<file path="src/rtl/tak_pkg.sv">
// Package with the types, constants and saturation helpers of the tilt Kalman filter.
package tak_pkg;

  localparam int unsigned QW = 32;
  localparam int unsigned RW = 31;
  localparam int unsigned WW = 50;
  localparam int unsigned RND_W = 48;
  localparam int unsigned DIV_BITS = 48;
  localparam int unsigned DIV_CNT_W = $clog2(DIV_BITS);
  localparam int unsigned MAC_IDX_W = 4;
  localparam int unsigned CFG_IDX_W = 2;

  localparam logic [RW-1:0] APN_RESET = RW'(66);
  localparam logic [RW-1:0] BPN_RESET = RW'(197);
  localparam logic [RW-1:0] MN_RESET = RW'(32768);
  localparam logic [RW-1:0] TS_RESET = RW'(655);
  localparam logic signed [QW-1:0] Q_ONE = QW'(65536);

  localparam logic [CFG_IDX_W-1:0] CFG_ANGLE_NOISE = 2'd0;
  localparam logic [CFG_IDX_W-1:0] CFG_BIAS_NOISE = 2'd1;
  localparam logic [CFG_IDX_W-1:0] CFG_MEAS_NOISE = 2'd2;
  localparam logic [CFG_IDX_W-1:0] CFG_TIME_STEP = 2'd3;

  localparam logic [MAC_IDX_W-1:0] MAC_PRED_ANGLE = 4'd0;
  localparam logic [MAC_IDX_W-1:0] MAC_PRED_CAA = 4'd1;
  localparam logic [MAC_IDX_W-1:0] MAC_PRED_CAB = 4'd2;
  localparam logic [MAC_IDX_W-1:0] MAC_PRED_CBA = 4'd3;
  localparam logic [MAC_IDX_W-1:0] MAC_PRED_CBB = 4'd4;
  localparam logic [MAC_IDX_W-1:0] MAC_UPD_CAA = 4'd5;
  localparam logic [MAC_IDX_W-1:0] MAC_UPD_CAB = 4'd6;
  localparam logic [MAC_IDX_W-1:0] MAC_UPD_CBA = 4'd7;
  localparam logic [MAC_IDX_W-1:0] MAC_UPD_CBB = 4'd8;
  localparam logic [MAC_IDX_W-1:0] MAC_UPD_ANGLE = 4'd9;
  localparam logic [MAC_IDX_W-1:0] MAC_UPD_BIAS = 4'd10;

  typedef struct packed {
    logic signed [QW-1:0] accel_angle;
    logic signed [QW-1:0] gyro_rate;
  } in_item_t;

  typedef struct packed {
    logic signed [QW-1:0] angle_estimate;
    logic signed [QW-1:0] rate_estimate;
  } out_item_t;

  typedef enum logic [3:0] {
    ST_IDLE,
    ST_RATE,
    ST_D0,
    ST_MAC,
    ST_MWAIT,
    ST_ERR,
    ST_DIV,
    ST_DWAIT,
    ST_OUT
  } state_e;

  function automatic logic signed [WW-1:0] ext_s(input logic signed [QW-1:0] x);
    return {{(WW-QW){x[QW-1]}}, x};
  endfunction

  function automatic logic signed [WW-1:0] ext_u(input logic [RW-1:0] x);
    return {{(WW-RW){1'b0}}, x};
  endfunction

  function automatic logic signed [QW-1:0] sat_q(input logic signed [WW-1:0] v);
    logic signed [QW-1:0] r;
    if (v[WW-1:QW-1] == {(WW-QW+1){1'b0}} || v[WW-1:QW-1] == {(WW-QW+1){1'b1}}) begin
      r = v[QW-1:0];
    end else if (v[WW-1]) begin
      r = {1'b1, {(QW-1){1'b0}}};
    end else begin
      r = {1'b0, {(QW-1){1'b1}}};
    end
    return r;
  endfunction

endpackage

</file>
<file path="src/rtl/tak_mac.sv">
// Shared three-stage fixed-point multiply, round and saturating accumulate unit.
module tak_mac (
  input  logic                         clk_i,
  input  logic                         rst_ni,
  input  logic                         start_i,
  input  logic signed [tak_pkg::QW-1:0] a_i,
  input  logic signed [tak_pkg::QW-1:0] b_i,
  input  logic signed [tak_pkg::QW-1:0] acc_i,
  input  logic                         sub_i,
  output logic                         done_o,
  output logic signed [tak_pkg::QW-1:0] res_o
);
  import tak_pkg::*;

  logic signed [2*QW-1:0] prod_q, rsum;
  logic signed [RND_W-1:0] rnd_q;
  logic signed [QW-1:0] acc1_q, acc2_q, res_q;
  logic sub1_q, sub2_q;
  logic v1_q, v2_q, v3_q;
  logic signed [WW-1:0] rnd_ext, total;

  always_comb begin
    rsum = prod_q + (prod_q[2*QW-1] ? 64'sd32767 : 64'sd32768);
    rnd_ext = {{(WW-RND_W){rnd_q[RND_W-1]}}, rnd_q};
    total = sub2_q ? (ext_s(acc2_q) - rnd_ext) : (ext_s(acc2_q) + rnd_ext);
  end

  always_ff @(posedge clk_i or negedge rst_ni) begin
    if (!rst_ni) begin
      v1_q <= 1'b0;
      v2_q <= 1'b0;
      v3_q <= 1'b0;
    end else begin
      v1_q <= start_i;
      v2_q <= v1_q;
      v3_q <= v2_q;
    end
  end

  always_ff @(posedge clk_i) begin
    prod_q <= a_i * b_i;
    acc1_q <= acc_i;
    sub1_q <= sub_i;
    rnd_q <= rsum[2*QW-1:16];
    acc2_q <= acc1_q;
    sub2_q <= sub1_q;
    res_q <= sat_q(total);
  end

  assign done_o = v3_q;
  assign res_o = res_q;

endmodule

</file>
<file path="src/rtl/tak_div.sv">
// Bit-serial restoring divider for the saturated Q16.16 gain quotient.
module tak_div (
  input  logic                         clk_i,
  input  logic                         rst_ni,
  input  logic                         start_i,
  input  logic signed [tak_pkg::QW-1:0] num_i,
  input  logic [tak_pkg::RW-1:0]       den_i,
  output logic                         done_o,
  output logic signed [tak_pkg::QW-1:0] quo_o
);
  import tak_pkg::*;

  logic busy_q, done_q, neg_q;
  logic [DIV_CNT_W-1:0] cnt_q;
  logic [DIV_BITS-1:0] num_q;
  logic [RW-1:0] rem_q, den_q;
  logic [QW-1:0] mag;
  logic [QW-1:0] trial;
  logic [QW:0] diff;
  logic [DIV_BITS-1:0] start_num;

  always_comb begin
    mag = num_i[QW-1] ? QW'(-num_i) : QW'(num_i);
    start_num = {mag, 16'b0} + {{(DIV_BITS-RW+1){1'b0}}, den_i[RW-1:1]};
    trial = {rem_q, num_q[DIV_BITS-1]};
    diff = {1'b0, trial} - {2'b0, den_q};
    if (num_q[DIV_BITS-1:QW-1] != '0) begin
      quo_o = neg_q ? {1'b1, {(QW-1){1'b0}}} : {1'b0, {(QW-1){1'b1}}};
    end else if (neg_q) begin
      quo_o = -$signed({1'b0, num_q[QW-2:0]});
    end else begin
      quo_o = $signed({1'b0, num_q[QW-2:0]});
    end
  end

  always_ff @(posedge clk_i or negedge rst_ni) begin
    if (!rst_ni) begin
      busy_q <= 1'b0;
      done_q <= 1'b0;
      cnt_q <= '0;
    end else begin
      done_q <= busy_q && (cnt_q == DIV_CNT_W'(DIV_BITS - 1));
      if (start_i) begin
        busy_q <= 1'b1;
        cnt_q <= '0;
      end else if (busy_q) begin
        cnt_q <= cnt_q + 1'b1;
        if (cnt_q == DIV_CNT_W'(DIV_BITS - 1)) begin
          busy_q <= 1'b0;
        end
      end
    end
  end

  always_ff @(posedge clk_i) begin
    if (start_i) begin
      num_q <= start_num;
      rem_q <= '0;
      den_q <= den_i;
      neg_q <= num_i[QW-1];
    end else if (busy_q) begin
      num_q <= {num_q[DIV_BITS-2:0], ~diff[QW]};
      rem_q <= diff[QW] ? trial[RW-1:0] : diff[RW-1:0];
    end
  end

  assign done_o = done_q;

endmodule

</file>
<file path="src/rtl/tilt_angle_kalman_filter.sv">
// Top level of the two-state tilt Kalman filter with its step sequencer.
//
// Channel  Direction  Handshake                  Payload
// input    in         in_valid_i / in_ready_o    tak_pkg::in_item_t
// output   out        out_valid_o / out_ready_i  tak_pkg::out_item_t
// config   in         cfg_we_i                   cfg_idx_i, cfg_data_i
//
// Between its transfer and the next ready state, each sample runs eleven passes
// through the shared three-stage multiplier and two divisions of 48 shift steps
// each plus start and finish. Without a positive innovation variance the
// divisions are skipped.
// Reset restores the filter state and the registers at once.
// A result that is not taken holds the filter in its last step.
module tilt_angle_kalman_filter (
  input  logic                           clk_i,
  input  logic                           rst_ni,
  input  logic                           in_valid_i,
  output logic                           in_ready_o,
  input  tak_pkg::in_item_t              in_data_i,
  output logic                           out_valid_o,
  input  logic                           out_ready_i,
  output tak_pkg::out_item_t             out_data_o,
  input  logic                           cfg_we_i,
  input  logic [tak_pkg::CFG_IDX_W-1:0]  cfg_idx_i,
  input  logic [tak_pkg::RW-1:0]         cfg_data_i
);
  import tak_pkg::*;

  state_e state_q, state_d;
  logic [MAC_IDX_W-1:0] mac_idx_q, mac_idx_d;
  logic div_idx_q, div_idx_d;
  logic [RW-1:0] apn_q, bpn_q, mn_q, ts_q;
  logic signed [QW-1:0] angle_q, angle_d, bias_q, bias_d;
  logic signed [QW-1:0] caa_q, caa_d, cab_q, cab_d, cba_q, cba_d, cbb_q, cbb_d;
  logic signed [QW-1:0] x_q, x_d, nb_q, nb_d, e_q, e_d;
  logic signed [QW-1:0] k0_q, k0_d, k1_q, k1_d, t0_q, t0_d, t1_q, t1_d;
  in_item_t in_q;
  out_item_t out_q, out_d;
  logic out_valid_q, out_valid_d;

  logic mac_start, mac_done, mac_sub, div_start, div_done;
  logic signed [QW-1:0] mac_a, mac_b, mac_acc, mac_res, div_num, div_quo;

  tak_mac u_mac (
    .clk_i   (clk_i),
    .rst_ni  (rst_ni),
    .start_i (mac_start),
    .a_i     (mac_a),
    .b_i     (mac_b),
    .acc_i   (mac_acc),
    .sub_i   (mac_sub),
    .done_o  (mac_done),
    .res_o   (mac_res)
  );

  tak_div u_div (
    .clk_i   (clk_i),
    .rst_ni  (rst_ni),
    .start_i (div_start),
    .num_i   (div_num),
    .den_i   (e_q[RW-1:0]),
    .done_o  (div_done),
    .quo_o   (div_quo)
  );

  always_comb begin
    mac_acc = angle_q;
    mac_a = x_q;
    mac_b = $signed({1'b0, ts_q});
    mac_sub = 1'b0;
    case (mac_idx_q)
      MAC_PRED_ANGLE: begin
        mac_acc = angle_q;
      end
      MAC_PRED_CAA: begin
        mac_acc = caa_q;
      end
      MAC_PRED_CAB: begin
        mac_acc = cab_q;
        mac_a = nb_q;
      end
      MAC_PRED_CBA: begin
        mac_acc = cba_q;
        mac_a = nb_q;
      end
      MAC_PRED_CBB: begin
        mac_acc = cbb_q;
        mac_a = $signed({1'b0, bpn_q});
      end
      MAC_UPD_CAA: begin
        mac_acc = caa_q;
        mac_a = k0_q;
        mac_b = t0_q;
        mac_sub = 1'b1;
      end
      MAC_UPD_CAB: begin
        mac_acc = cab_q;
        mac_a = k0_q;
        mac_b = t1_q;
        mac_sub = 1'b1;
      end
      MAC_UPD_CBA: begin
        mac_acc = cba_q;
        mac_a = k1_q;
        mac_b = t0_q;
        mac_sub = 1'b1;
      end
      MAC_UPD_CBB: begin
        mac_acc = cbb_q;
        mac_a = k1_q;
        mac_b = t1_q;
        mac_sub = 1'b1;
      end
      MAC_UPD_ANGLE: begin
        mac_acc = angle_q;
        mac_a = k0_q;
        mac_b = x_q;
      end
      MAC_UPD_BIAS: begin
        mac_acc = bias_q;
        mac_a = k1_q;
        mac_b = x_q;
      end
      default: begin
        mac_acc = angle_q;
      end
    endcase
  end

  always_comb begin
    state_d = state_q;
    mac_idx_d = mac_idx_q;
    div_idx_d = div_idx_q;
    angle_d = angle_q;
    bias_d = bias_q;
    caa_d = caa_q;
    cab_d = cab_q;
    cba_d = cba_q;
    cbb_d = cbb_q;
    x_d = x_q;
    nb_d = nb_q;
    e_d = e_q;
    k0_d = k0_q;
    k1_d = k1_q;
    t0_d = t0_q;
    t1_d = t1_q;
    out_d = out_q;
    out_valid_d = out_valid_q && !out_ready_i;
    mac_start = 1'b0;
    div_start = 1'b0;
    div_num = div_idx_q ? cba_q : caa_q;
    in_ready_o = 1'b0;
    case (state_q)
      ST_IDLE: begin
        in_ready_o = 1'b1;
        if (in_valid_i) begin
          state_d = ST_RATE;
        end
      end
      ST_RATE: begin
        x_d = sat_q(ext_s(in_q.gyro_rate) - ext_s(bias_q));
        mac_idx_d = MAC_PRED_ANGLE;
        state_d = ST_MAC;
      end
      ST_D0: begin
        x_d = sat_q(ext_u(apn_q) - ext_s(cab_q) - ext_s(cba_q));
        nb_d = sat_q(-ext_s(cbb_q));
        mac_idx_d = MAC_PRED_CAA;
        state_d = ST_MAC;
      end
      ST_MAC: begin
        mac_start = 1'b1;
        state_d = ST_MWAIT;
      end
      ST_MWAIT: begin
        if (mac_done) begin
          mac_idx_d = mac_idx_q + 1'b1;
          state_d = ST_MAC;
          case (mac_idx_q)
            MAC_PRED_ANGLE: begin
              angle_d = mac_res;
              state_d = ST_D0;
            end
            MAC_PRED_CAA: caa_d = mac_res;
            MAC_PRED_CAB: cab_d = mac_res;
            MAC_PRED_CBA: cba_d = mac_res;
            MAC_PRED_CBB: begin
              cbb_d = mac_res;
              state_d = ST_ERR;
            end
            MAC_UPD_CAA: caa_d = mac_res;
            MAC_UPD_CAB: cab_d = mac_res;
            MAC_UPD_CBA: cba_d = mac_res;
            MAC_UPD_CBB: cbb_d = mac_res;
            MAC_UPD_ANGLE: angle_d = mac_res;
            MAC_UPD_BIAS: begin
              bias_d = mac_res;
              state_d = ST_OUT;
            end
            default: state_d = ST_IDLE;
          endcase
        end
      end
      ST_ERR: begin
        x_d = sat_q(ext_s(in_q.accel_angle) - ext_s(angle_q));
        e_d = sat_q(ext_u(mn_q) + ext_s(caa_q));
        t0_d = caa_q;
        t1_d = cab_q;
        k0_d = '0;
        k1_d = '0;
        div_idx_d = 1'b0;
        mac_idx_d = MAC_UPD_CAA;
        if (sat_q(ext_u(mn_q) + ext_s(caa_q)) > 0) begin
          state_d = ST_DIV;
        end else begin
          state_d = ST_MAC;
        end
      end
      ST_DIV: begin
        div_start = 1'b1;
        state_d = ST_DWAIT;
      end
      ST_DWAIT: begin
        if (div_done) begin
          if (div_idx_q) begin
            k1_d = div_quo;
            state_d = ST_MAC;
          end else begin
            k0_d = div_quo;
            div_idx_d = 1'b1;
            state_d = ST_DIV;
          end
        end
      end
      ST_OUT: begin
        if (!out_valid_q || out_ready_i) begin
          out_d.angle_estimate = angle_q;
          out_d.rate_estimate = sat_q(ext_s(in_q.gyro_rate) - ext_s(bias_q));
          out_valid_d = 1'b1;
          state_d = ST_IDLE;
        end
      end
      default: state_d = ST_IDLE;
    endcase
  end

  always_ff @(posedge clk_i or negedge rst_ni) begin
    if (!rst_ni) begin
      state_q <= ST_IDLE;
      mac_idx_q <= '0;
      div_idx_q <= 1'b0;
      out_valid_q <= 1'b0;
      apn_q <= APN_RESET;
      bpn_q <= BPN_RESET;
      mn_q <= MN_RESET;
      ts_q <= TS_RESET;
      angle_q <= '0;
      bias_q <= '0;
      caa_q <= Q_ONE;
      cab_q <= '0;
      cba_q <= '0;
      cbb_q <= Q_ONE;
    end else begin
      state_q <= state_d;
      mac_idx_q <= mac_idx_d;
      div_idx_q <= div_idx_d;
      out_valid_q <= out_valid_d;
      angle_q <= angle_d;
      bias_q <= bias_d;
      caa_q <= caa_d;
      cab_q <= cab_d;
      cba_q <= cba_d;
      cbb_q <= cbb_d;
      if (cfg_we_i) begin
        case (cfg_idx_i)
          CFG_ANGLE_NOISE: apn_q <= cfg_data_i;
          CFG_BIAS_NOISE: bpn_q <= cfg_data_i;
          CFG_MEAS_NOISE: mn_q <= cfg_data_i;
          CFG_TIME_STEP: ts_q <= cfg_data_i;
          default: apn_q <= apn_q;
        endcase
      end
    end
  end

  always_ff @(posedge clk_i) begin
    if (in_valid_i && in_ready_o) begin
      in_q <= in_data_i;
    end
    x_q <= x_d;
    nb_q <= nb_d;
    e_q <= e_d;
    k0_q <= k0_d;
    k1_q <= k1_d;
    t0_q <= t0_d;
    t1_q <= t1_d;
    out_q <= out_d;
  end

  assign out_valid_o = out_valid_q;
  assign out_data_o = out_q;

endmodule

</file>
<file path="config.mk">
export PLATFORM = sky130hd
export DESIGN_NAME = tilt_angle_kalman_filter
export DESIGN_NICKNAME = d
export VERILOG_FILES = /design/src/rtl/tak_pkg.sv /design/src/rtl/tak_mac.sv /design/src/rtl/tak_div.sv /design/src/rtl/tilt_angle_kalman_filter.sv
export SDC_FILE = /design/constraint.sdc
export NUM_CORES = 2
export LEC_CHECK = 0
export ABC_CLOCK_PERIOD_IN_PS = 15200
export BUFFER_PORTS_ARGS = -buffer_cell sky130_fd_sc_hd__buf_2
export CAP_MARGIN = 20
export CORE_MARGIN = 2
export CORE_UTILIZATION = 55
export CTS_BUF_LIST = sky130_fd_sc_hd__clkbuf_8
export DETAILED_ROUTE_END_ITERATION = 8
export PLACE_DENSITY = 0.71
export SLEW_MARGIN = 25
export SYNTH_ARGS = -nofsm -noshare
export SYNTH_HDL_FRONTEND = slang
export SYNTH_SLANG_ARGS = --single-unit
export TNS_END_PERCENT = 5
</file>
<file path="constraint.sdc">
create_clock -name clk_i -period 15.2 [get_ports clk_i]
set_input_delay 1.52 -clock clk_i [delete_from_list [all_inputs] [get_ports clk_i]]
set_output_delay 1.52 -clock clk_i [all_outputs]
set_load 0.02 [all_outputs]
</file>
==> Yosys cells after proc, flatten, opt, wreduce, memory -nomap -nowiden <==
Cells that the tools add are included.
{ "totals": {"register_bits": 1009, "in_bits": 102, "out_inout_bits": 66, "elab_cells": 206} }
{ "op_classes": {"n_addsub": 15, "n_mul": 1, "magnitude_cmp": 1, "n_eq_ne": 34, "mux": 56, "bitwise": 1, "reduce_logical": 56} }
{ "op_table": {"columns": ["op", "count"], "rows": [
  ["$mux 32", 22],
  ["$pmux 32 s3", 2],
  ["$pmux 32 s5", 1],
  ["$pmux 32 s2", 2],
  ["$pmux 32 s4", 1],
  ["$eq 19x19->1 const B", 6],
  ["$logic_not 19->1", 6],
  ["$sub 32x32->33", 3],
  ["$mux 48", 2],
  ["$add 64x64->64", 1],
  ["$mul 32x32->64", 1],
  ["$mux 50", 1],
  ["$neg 32->50", 1],
  ["$add 32x48->49", 1],
  ["$sub 32x48->49", 1],
  ["$add 48x30->48", 1],
  ["$sub 33x32->34", 1],
  ["$add 32x32->33", 1],
  ["$sub 32x31->33", 1],
  ["$eq 4x3->1 const B", 8],
  ["$gt 32x1->1 const B", 1],
  ["$neg 31->32", 1],
  ["$neg 32->32", 1],
  ["$pmux 4 s4", 2],
  ["other kinds (35)", 96]
]} }

==> Longest topological paths before layout <==
{ "logic_depth": {"ltp_word": 8, "depth_mapped": 45, "mapped_depth_nobuf": 39} }

==> Hierarchy <==
From an unflattened synthesis, not the netlist that was laid out.
{ "unflattened": {"hier_cells": 9124, "hier_area_um2": 91212.5} }
{ "modules_own_cells": {"columns": ["module", "n_inst", "cells_per_inst", "area_per_inst_um2", "seq_area_each_um2"], "rows": [
  ["tak_mac", 1, 4940, 45970.3, 4279.1],
  ["tilt_angle_kalman_filter", 1, 3159, 35950.7, 18716.7],
  ["tak_div", 1, 1025, 9291.4, 3223.1]
]} }

==> Worst setup path after synthesis <==
OpenSTA, ideal clock, no wires.
{ "synth_timing": {"path_type": "register -> register", "start": "register mac_idx_q[0]", "end": "register u_mac.prod_q[58]", "setup_time_ns": 0.127, "arrival_ns": 10.040, "required_ns": 15.073, "slack_ns": 5.033, "path_stages_with_launch": 41, "n_path_buf": 6, "period_less_slack_ns": 10.167, "path_cell_list": "dfrtp_1 -> inv_1 -> ha_1 -> nor2b_1 -> clkbuf_1 -> a22o_1 -> clkbuf_1 -> or2_2 -> clkbuf_1 -> clkbuf_1 -> mux2i_1 -> o21ai_1 -> clkbuf_1 -> nand2_1 -> fa_1 -> inv_1 -> fa_1 -> inv_1 -> [5 not listed] -> inv_1 -> fa_1 -> fa_1 -> inv_1 -> ha_1 -> clkbuf_1 -> a21oi_1 -> o211ai_1 -> a2111oi_0 -> nor3_1 -> a41o_1 -> a221oi_1 -> o311a_1 -> o31ai_1 -> o211a_1 -> nor2_1 -> o21ai_0 -> xor2_1"} }
{ "synth_via": {"elab_chain_len": 4, "elab_cells_between_ends": 18, "classes_between": "mul (1); eq/ne (9); mux (2); reduce/logical (6)"} }
{ "synth_rtl": {"columns": ["item", "line", "source"], "rows": [
  ["start: declaration", "tilt_angle_kalman_filter.sv:30", "logic [MAC_IDX_W-1:0] mac_idx_q, mac_idx_d;"],
  ["start signal: assignment", "tilt_angle_kalman_filter.sv:265", "mac_idx_q <= mac_idx_d;"],
  ["$eq 4x4->1, or another cell as far along", "tilt_angle_kalman_filter.sv:71", "case (mac_idx_q)"],
  ["$reduce_or 3->1 (no line) / $reduce_or 2->1 (equally long branches)", null, null],
  ["$pmux 32 s4 / $pmux 32 s3 (equally long branches)", "tilt_angle_kalman_filter.sv:71", null],
  ["$mul 32x32->64 (*)", "tak_mac.sv:41", "prod_q <= a_i * b_i;"],
  ["end signal: assignment", "tak_mac.sv:41", null],
  ["end: declaration", "tak_mac.sv:15", "logic signed [2*QW-1:0] prod_q, rsum;"]
]} }
Mark *: on every way between the ends. The rest lies on a longest branch, timed or not.
A chain may end at the register's enable or synchronous reset.

==> Worst setup path in the final report <==
{ "layout_timing": {"start": "register mac_idx_q[0]", "end": "register u_mac.prod_q[62]"} }
The elaborated chain is that of the path after synthesis.

==> out/metrics.yaml <==
synthSimpleGateAreaFrac_pct: 12.57
critPathKind: "register to register"
cts.repair.resized: 0
setup.worst_path.end_class: "register"
detail_route.vias_per_cell: 6.157
post-place-ws_ns: 3.032
final_cells: 11431
std_cell_rows: 147
dp_hpwl_um: 238600
floorplan.core_area_mm2: 0.1606
first_pass_iters: 8
remaining_drc_errors: 0
timing.critical_path.slowest_stage_cell: "sky130_fd_sc_hd__nor3_1"
yosys.area.top_type: "sky130_fd_sc_hd__fa_1"
number_of_register_bits_inferred_by_synthesis: 1009
critical_path.max_fanout: 36
synth_fa_ha_area_share_pct: 31.29
setup-violations-final: 0
die-area_mm2: 0.1651
final_min_period_over_clock_period_pct: 80.53
fin_skew_ns: 0.06897
detailedRoute.firstIterationViolations: 8006
synthCells: 9021
htree_num_levels: 4
n_fill_cell: 13735
ys.flop_type: "sky130_fd_sc_hd__edfxtp_1"
detailroute.via_count: 70375
dpl.cell_count: 11091
syn-mean-instance-area_um2: 9.869
async_flop_share_pct: 33.40
die_w_um: 406.3
top_level_ports: 168
start_kind: "register"
post-route-util_pct: 59.99
synth.yosys.warnings: 0
yosys-top-cells-area: "sky130_fd_sc_hd__fa_1 (25%), sky130_fd_sc_hd__edfxtp_1 (15%), sky130_fd_sc_hd__dfrtp_1 (9.1%)"
placer_s_final_routability_congestion_estimate: 1.029
cts_tree: "built"
post_synthesis_sequential_area_ratio_pct: 29.45
die_extent_in_y_um: 406.3
grt_setup_unrepaired: "false"
min_path_type: "register to register"
multi_input_comb_area_mm2: 0.05692
cts_root_buf: "sky130_fd_sc_hd__clkbuf_8"
share_of_synthesized_area_spent_on_multiplexers_pct: 4.399
max_cap_violations: 0
overall_fraction_of_global_route_tracks_in_use_pct: 38.94
cts_post_setup_buffers_inserted: 0
routed_antenna_nets: 0
largest_family_of_logic_cells_by_synthesized_area: "adder cells"
critPathMaxStageDelay_ns: 0.86
synthDistinctLibCells: 101
area_added_between_synthesis_and_finish_pct: 8.197
buffer_ports.inserted: 167
first_global_vias: 71035
global_route_wire_length_before_repair_um: 464500
number_of_enable_type_register_cells_in_the_synthesized_netlist: 431
final_critical_path_setup_slack_ns: 2.960
cts_sinks: 1009
clk_pin_slew_worst_paths_ns: 0.06
min_period_ns: 12.24
post_cts_hold_buffer_count: 0
mapped_area_mm2: 0.08903
slew_headroom_pct: 21.98
fmax_ghz: 0.08170
totalNegativeSetupSlack_ns: 0
clock_path_buffers: 3
tightestPinTransition_ns: 1.162
cts-buffers-inserted: 176
worst-endpoint-required_ns: 16.03
globalRoute.totalOverflow: 0
run_status: "completed"
layout.nets: 10762
initial_core_util_pct: 55.45
crit_top_cell: "sky130_fd_sc_hd__fa_1"
synthDominantCellAreaShare_pct: 25.16
share_of_final_layout_standard_cells_stronger_than_drive_strength_1_pct: 11.21
synth_compound_gate_area_share_pct: 11.13
cp.arrival_ns: 13.07
grt_max_degree: 83
slew_viol_final: 0
wl_um: 315000
detail_route.wl_per_cell_um: 27.56
xor_xnor_portion_of_the_synthesized_cell_area_pct: 4.142
layout.area.seq_mm2: 0.02622
hold_viol: 0
worst_skew_pair.late_latency_ns: 0.99
antenna_violations_before_repair: 18
mappedNetlistNets: 10674
==> layer usage <==
| metal | vias up | global-route usage (%) | share of wire [%] |
|---|---|---|---|
| met5 | - | 0 | 0.036 |
| met4 | 16 | 24.18 | 7.6 |
| met3 | 959 | 12.42 | 13 |
| met2 | 4237 | 55.79 | 42 |
| met1 | 35109 | 51.31 | 38 |
| li1 | 30054 | - | - |
==> worst paths after layout <==
path | startpoint | to | slack [ns] | depth (start not counted)
setup reg to reg | mac_idx_q[0] | u_mac.prod_q[62] | 2.96 | 37
max in group asynchronous | rst_ni | bpn_q[22] | 12.30 | 3
min in group asynchronous | rst_ni | state_q[3] | 0.58 | 1
hold / removal | u_mac.acc1_q[25] | u_mac.acc2_q[25] | 0.32 | 0
setup / recovery | mac_idx_q[0] | u_mac.prod_q[62] | 2.96 | 37
hold reg to reg | u_mac.acc1_q[25] | u_mac.acc2_q[25] | 0.32 | 0
==> synthesized netlist by cell type (all sizes together), types with 13 or more instances <==
master and n:
a22o 51, nor2 869, o21ai 345, a21oi 387, nand4 37, fa 1119, or3 48, buf 55
nand2b 64, xnor2 270, and2 47, and3 78, or2 32, nand3b 13, a31oi 80, dfrtp 322
xor2 151, mux2 290, a211oi 56, mux2i 65, ha 432, inv 1244, nor3 114, o31a 14
o31ai 35, o21bai 41, edfxtp 431, nor2b 49, a222oi 47, dfxtp 241, clkbuf 352, dfstp 15
a21o 145, nand2 959, nand3 128, nor3b 17, o21a 60, a221oi 56, nor4 43, a22oi 16
o211ai 28
==> cell families (layout without fill, tap and decap cells) <==
| family | Yosys count | after routing |
|---|---|---|
| and+or+nand+nor | 2541 | 2541 |
| other | 0 | 11 |
| DFF | 1009 | 1009 |
| muxes | 355 | 355 |
| buffers and inverters | 1653 | 1892 |
| xor gates and xnor gates | 421 | 421 |
| adders and majority gates | 1556 | 1556 |
| AOI/OAI and AO/OA | 1486 | 1486 |
==> layout by cell type (no fill, tap or decap), types with 41 or more instances in the layout <==
cell type,n
sky130_fd_sc_hd__o21bai_1,41
sky130_fd_sc_hd__nand2_1,952
sky130_fd_sc_hd__a222oi_1,47
sky130_fd_sc_hd__and3_1,75
sky130_fd_sc_hd__dfrtp_1,320
sky130_fd_sc_hd__a211oi_1,56
sky130_fd_sc_hd__nand2b_1,63
sky130_fd_sc_hd__fa_1,1119
sky130_fd_sc_hd__o21a_1,58
sky130_fd_sc_hd__o21ai_0,278
sky130_fd_sc_hd__clkbuf_8,207
sky130_fd_sc_hd__xor2_1,151
sky130_fd_sc_hd__buf_4,146
sky130_fd_sc_hd__edfxtp_1,431
sky130_fd_sc_hd__inv_1,1303
sky130_fd_sc_hd__mux2i_1,64
sky130_fd_sc_hd__o21ai_1,51
sky130_fd_sc_hd__a22o_1,51
sky130_fd_sc_hd__mux2_2,289
sky130_fd_sc_hd__nand3_1,125
sky130_fd_sc_hd__or3_1,47
sky130_fd_sc_hd__a21o_1,145
sky130_fd_sc_hd__nor3_1,111
sky130_fd_sc_hd__ha_1,432
sky130_fd_sc_hd__nor2b_1,44
sky130_fd_sc_hd__nor4_1,41
sky130_fd_sc_hd__a21oi_1,353
sky130_fd_sc_hd__xnor2_1,270
sky130_fd_sc_hd__a31oi_1,78
sky130_fd_sc_hd__nor2_1,866
sky130_fd_sc_hd__dfxtp_1,240
sky130_fd_sc_hd__buf_2,169
sky130_fd_sc_hd__and2_1,46
sky130_fd_sc_hd__a221oi_1,50
==> registers in the layout, indices dropped and copies added (netlist names), 48 cells and up <==
signal        cells
u_div.num_q      48
u_mac.rnd_q      48
in_q             64
u_mac.prod_q     64
out_data_o       64
==> stage by stage <==
step | cell area (um^2) | hold WS, ns
floorplan | 89030 | 0.3096
global placement | 92440 | 0.3115
detailed placement | 92470 | 0.3121
CTS | 96280 | 0.3255
global route | 96300 | 0.3278
finish | 96330 | 0.3245
==> worst max-delay path, delay by kind of cell, from the launching register on <==
| kind | cells | cell delay (ns) |
|---|---|---|
| AND/OR/NAND/NOR | 4 | 1.80 |
| AO/OA/AOI/OAI | 12 | 2.99 |
| multiplexers | 1 | 0.19 |
| adder cells (fa/ha/maj) | 10 | 4.74 |
| flip-flops | 1 | 0.44 |
| buffers and inverters | 9 | 1.69 |
| XOR/XNOR | 1 | 0.14 |
==> layout make-up <==
| class | instances | area share (%) |
|---|---|---|
| multi-input combinational | 6359 | 59.09 |
| sequential | 1009 | 27.22 |
| inverter | 1246 | 4.858 |
| clock buffer | 207 | 2.958 |
| tap | 2160 | 2.806 |
| timing repair buffer | 317 | 2.043 |
| clock inverter | 122 | 0.9975 |
| antenna | 11 | 0.02858 |
Power is left out: the tool's default activity adds up to more than one toggle a clock period on the data nets, which glitch-free logic cannot reach.
